File: src/hdl/dwh_pkg.sv
// Shared types, constants and coefficient tables for the decaying wave grid.
// No dependencies; every other file but the assertion header imports this package.
`default_nettype none

package dwh_pkg;

  // Field widths
  localparam int MAX_POINTS = 256;
  localparam int PTS_W      = 9;
  localparam int IDX_W      = 8;
  localparam int POS_W      = 20;
  localparam int HGT_W      = 19;
  localparam int TIME_W     = 32;
  localparam int CFG_IDX_W  = 3;
  localparam int CFG_DATA_W = 32;

  // Fixed-point constants
  localparam logic [POS_W-1:0] FOURPI_Q16 = 20'd823550;
  localparam logic [30:0]      HALFPI_Q30 = 31'd1686629713;
  localparam logic [37:0]      LN2_Q32    = 38'd2977044472;
  localparam logic [30:0]      ONE_Q30    = 31'h4000_0000;
  localparam logic [19:0]      HEIGHT_MAX = 20'd131072;

  // Divider cells: shared remainder and shift-word widths
  localparam int REM_W      = 16;
  localparam int DIV_W      = 52;
  localparam int POS_DIVD_W = 28;

  // Series evaluation
  localparam int LN2_STEPS = 7;
  localparam int SIN_TERMS = 6;
  localparam int EXP_TERMS = 9;
  localparam int HC_STAGES = 3;

  // Pipeline stage numbers, counted in registers after acceptance
  localparam int STG_IN   = 1;
  localparam int STG_TP   = STG_IN + 1;
  localparam int STG_POS  = STG_IN + POS_DIVD_W;
  localparam int STG_SPC  = STG_POS + DIV_W;
  localparam int STG_PH   = STG_SPC + 1;
  localparam int STG_A    = STG_PH + 1;
  localparam int STG_A2   = STG_A + 1;
  localparam int STG_SH   = STG_A2 + SIN_TERMS * HC_STAGES;
  localparam int STG_SIN  = STG_SH + 1;
  localparam int STG_SUM  = STG_SIN + 1;
  localparam int STG_P    = STG_SUM + 1;
  localparam int STG_PROD = STG_P + 1;
  localparam int STG_OUT  = STG_PROD + 1;
  localparam int STG_V    = STG_POS + 1;
  localparam int STG_LN   = STG_V + LN2_STEPS;
  localparam int STG_EH   = STG_LN + EXP_TERMS * HC_STAGES;
  localparam int STG_E    = STG_EH + 1;

  // Delay line lengths for side data
  localparam int ACT_DLY = STG_SIN - STG_IN;
  localparam int TP_DLY  = STG_SPC - STG_TP;
  localparam int POS_DLY = STG_PROD - STG_POS;
  localparam int E_DLY   = STG_P - STG_E;

  // Register indexes of the configuration port
  typedef enum logic [CFG_IDX_W-1:0] {
    REG_AMPLITUDE = 3'd0,
    REG_LENGTH    = 3'd1,
    REG_FREQUENCY = 3'd2,
    REG_PITCH     = 3'd3,
    REG_DECAY     = 3'd4,
    REG_POINTS_X  = 3'd5,
    REG_POINTS_Y  = 3'd6
  } cfg_reg_e;

  // Restoring divider cell state: partial remainder and dividend/quotient word
  typedef struct packed {
    logic [REM_W-1:0] rem;
    logic [DIV_W-1:0] word;
  } div_t;

  // Horner cell state: multiplier operand, running term, side data
  typedef struct packed {
    logic [31:0] op;
    logic [30:0] t;
    logic [31:0] aux;
  } hrn_t;

  // Sine series divisors k*(k+1) for k = 12, 10, .., 2 and floor(2^32/c)
  localparam logic [7:0] SIN_COEF [SIN_TERMS] = '{
    8'd156, 8'd110, 8'd72, 8'd42, 8'd20, 8'd6
  };
  localparam logic [31:0] SIN_RECIP [SIN_TERMS] = '{
    32'd27531841, 32'd39045157, 32'd59652323,
    32'd102261126, 32'd214748364, 32'd715827882
  };

  // Exponential series divisors k = 9 .. 1; divide by one uses all ones
  localparam logic [7:0] EXP_COEF [EXP_TERMS] = '{
    8'd9, 8'd8, 8'd7, 8'd6, 8'd5, 8'd4, 8'd3, 8'd2, 8'd1
  };
  localparam logic [31:0] EXP_RECIP [EXP_TERMS] = '{
    32'd477218588, 32'd536870912, 32'd613566756,
    32'd715827882, 32'd858993459, 32'd1073741824,
    32'd1431655765, 32'd2147483648, 32'd4294967295
  };

endpackage

`default_nettype wire

File: src/hdl/dwh_div_cell.sv
// One step of a pipelined restoring divider: one quotient bit per cell.
// Depends on dwh_pkg for div_t and widths.
`default_nettype none

module dwh_div_cell import dwh_pkg::*; (
  input  logic             clk_i,
  input  logic             en_i,
  input  logic [REM_W-1:0] divisor_i,
  input  div_t             in_i,
  output div_t             out_o
);

  logic [REM_W:0] trial;
  logic           fits;
  div_t           cell_d, cell_q;

  // Shift the next dividend bit into the remainder and try a subtract
  always_comb begin
    trial       = {in_i.rem, in_i.word[DIV_W-1]};
    fits        = (trial >= {1'b0, divisor_i});
    cell_d.rem  = fits ? REM_W'(trial - {1'b0, divisor_i}) : trial[REM_W-1:0];
    cell_d.word = {in_i.word[DIV_W-2:0], fits};
  end

  // Advance with the pipeline
  always_ff @(posedge clk_i) begin
    if (en_i) begin
      cell_q <= cell_d;
    end
  end

  assign out_o = cell_q;

endmodule

`default_nettype wire

File: config.mk
export PLATFORM = sky130hd
export DESIGN_NAME = dwh_div_cell
export DESIGN_NICKNAME = d
export VERILOG_FILES = /design/src/hdl/dwh_pkg.sv /design/src/hdl/dwh_div_cell.sv
export SDC_FILE = /design/constraint.sdc
export NUM_CORES = 1
export LEC_CHECK = 0
export ABC_AREA = 1
export BUFFER_PORTS_ARGS = -buffer_cell sky130_fd_sc_hd__clkbuf_2
export CAP_MARGIN = 5
export CORE_UTILIZATION = 51
export CTS_CLUSTER_DIAMETER = 40
export DETAILED_ROUTE_END_ITERATION = 7
export PLACE_DENSITY = 0.86
export SLEW_MARGIN = 20
export SYNTH_ARGS = -nofsm -noshare
export SYNTH_HDL_FRONTEND = slang
export SYNTH_SLANG_ARGS = --single-unit
File: constraint.sdc
create_clock -name clk_i -period 5.02 [get_ports clk_i]
set_input_delay 1.004 -clock clk_i [delete_from_list [all_inputs] [get_ports clk_i]]
set_output_delay 1.004 -clock clk_i [all_outputs]
set_load 0.01 [all_outputs]
==> reports/summary.txt <==
Sum Neg Setup Slack -> 0 ps
area grow syn2layout -> 29.3%
final net count -> 602
crit-path leading delay family -> simple AND/OR/NAND/NOR gates
CP cell instances -> clkbuf_2 > inv_1 > ha_1 > nand2_2 > nor2_2 > nand3_1 > nand3_2 > nand2_1 > nand2_2 > inv_1 > nand2_1 > nand2_1
slew at the pin closest to its max-slew limit -> 837 ps
synthesized instance count -> 337
Critical Path RT -> 5120 ps
register bit total from synthesis -> 68
PortBufs -> 153
cell area after synthesis -> 0.00336 mm^2
placer congestion estimate -> 0.923
DRC viols -> 0
kind of critical path -> input port to flop
fill count -> 509
filler-free cell count of the finished design -> 580
cell depth of the worst setup path -> 12
vias per inst -> 4.79
total core area -> 0.00635 mm^2
Largest register FFs -> 68
Hold Buf Count CTS -> 0
sequential area share after synthesis -> 60.8%
Util after Layout -> 68.4%
wire length per cell -> 13.3 um
number of synthesized flops with an enable pin -> 68
post-synth top area share -> 60.8%
Hold Vio Cnt, Final -> 0
maxcap violations -> 0
Pleak -> 2.30 nW
YS warnings -> 0
Worst Setup SP -> divisor_i[8]
CTS resizes -> 0
Synth Net Count -> 440
Die Y-Extent -> 83.2 um
Post-synth top flop -> edfxtp_1
VDD IR max -> 0.232 mV
share of layout cells above drive strength 1 -> 35.2%
most frequent cells after synthesis -> nand2_1 (120), edfxtp_1 (68), inv_1 (60)
slowest stage delay, CP -> 360 ps
total number of vias -> 2778
H-tree depth -> 3
CP startpoint kind -> input port
postcts setup bufs -> 0
initial antenna violation count -> 0
die area -> 0.00692 mm^2
Die X -> 83.2 um
CP Buf/Inv Count -> 3
Root Buffer -> clkbuf_8
HP Class -> input port to flop
# clock sinks -> 68
number of global-route vias before repair -> 2701
status -> finished, final reports clean
Critical Path AT -> 2870 ps
hpwl dp -> 6170 um
largest net degree at the start of global routing -> 69
Crit. End Element -> flop
count leader, synth -> nand2_1
num rows -> 29
Ports -> 154
cell with the most instances on the worst path -> nand2_1
Avg Cell Area, Syn -> 9.97 um^2
Max Slew Vio Count -> 0
worst-path maximum fanout -> 20
ANT nets after route -> 0
TritonCTS buffer count -> 9
initial core utilization -> 52.9%
number of distinct library cells after synthesis -> 22
Synth area leaders -> edfxtp_1 (61%), nand2_1 (13%), inv_1 (6.7%)
Inst Count DP -> 565
asr flop ratio synth -> 0%
GR Overflow Total -> 0
first-pass GRT wire length -> 12300 um
deepest clock path buffer count -> 2
Rel. slew slack -> 44.2%
RSZ-0062 raised after global routing -> no
cell taking the most area after synthesis -> edfxtp_1
Diodes inserted -> 0
Final period util -> 55.2%
CP endpoint -> out_o[60]
post-layout min period -> 2770 ps
CP max-delay cell -> ha_1
1st-pass router iterations -> 5
Setup violations, final -> 0
power per cell area -> 310 mW/mm^2
Tot Pwr -> 1.35 mW
Reg clk slew, reported paths -> 80 ps
final WL -> 7690 um
GRT Util Overall -> 22.9%
Starting DRT DRC Count -> 110
TritonCTS clock tree -> done
maximum clock rate -> 361 MHz
-- area by class of cell --
type | instances | area (um^2) | share of cell area, %
Inverter | 60 | 225 | 5.18
Tap cell | 77 | 96.3 | 2.22
Sequential cell | 68 | 2040 | 47.0
Multi-Input combinational cell | 206 | 1050 | 24.2
Clock buffer | 9 | 124 | 2.85
Clock inverter | 6 | 32.5 | 0.749
Timing Repair Buffer | 154 | 773 | 17.8
-- power by group --
| group | switching, mW | internal [mW] | leakage [nW] | total [mW] |
|---|---|---|---|---|
| combinational | 0.165 | 0.111 | 1.55 | 0.276 |
| sequential | 0.0145 | 0.690 | 0.665 | 0.705 |
| clock | 0.194 | 0.172 | 0.0844 | 0.366 |
-- how the worst min path moves through the flow --
stage | startpoint | end | slack [ps] | depth (start not counted)
floorplan | in_i[9] | out_o[10] | 1100 | 0
global placement | in_i[8] | out_o[9] | 1180 | 1
detailed placement | in_i[7] | out_o[8] | 1180 | 1
CTS | in_i[7] | out_o[8] | 830 | 1
global route | in_i[7] | out_o[8] | 820 | 1
finish | in_i[7] | out_o[8] | 840 | 1
-- kinds of logic after synthesis --
logic type	count (synthesis)	share of synthesized area [%]
xor gates and xnor gates	6	1.56
adders and majority gates	17	6.55
and+or+nand+nor	171	21.3
buffers and inverters	63	7.97
AOI/OAI and AO/OA	12	1.86
DFF	68	60.8
-- placed cells by master, fill, tap and decap left out, drive strengths merged --
cell type	Yosys	routed
nor2	19	19
clkinv	0	5
inv	60	60
ha	16	16
clkbuf	0	161
xor2	5	5
buf	3	2
nand2	122	122
a21oi	9	9
nand4	4	4
o21ai	2	2
nand3	19	19
and2	2	2
fa	1	1
edfxtp	68	68
xnor2	1	1
or2	1	1
nor3	2	2
o21bai	1	1
nand3b	2	2
clkinvlp	0	1
-- metal layers --
metal  track usage, %  vias up  wire length (um)
li1                 -     1410                 -
met1             25.3     1231              3050
met3             7.85       19               585
met5                0        -                 0
met4             8.31        0               145
met2             40.9      118              3910
-- metrics by stage --
| stage | hold WS (ps) | area [um^2] | worst slack [ps] |
|---|---|---|---|
| finish | 840 | 4340 | 2250 |
| detailed placement | 1180 | 4190 | 1860 |
| floorplan | 1100 | 3360 | 2530 |
| global placement | 1180 | 4190 | 1920 |
| CTS | 831 | 4340 | 2220 |
| global route | 819 | 4340 | 2030 |
(Power assumes the default switching activity.)
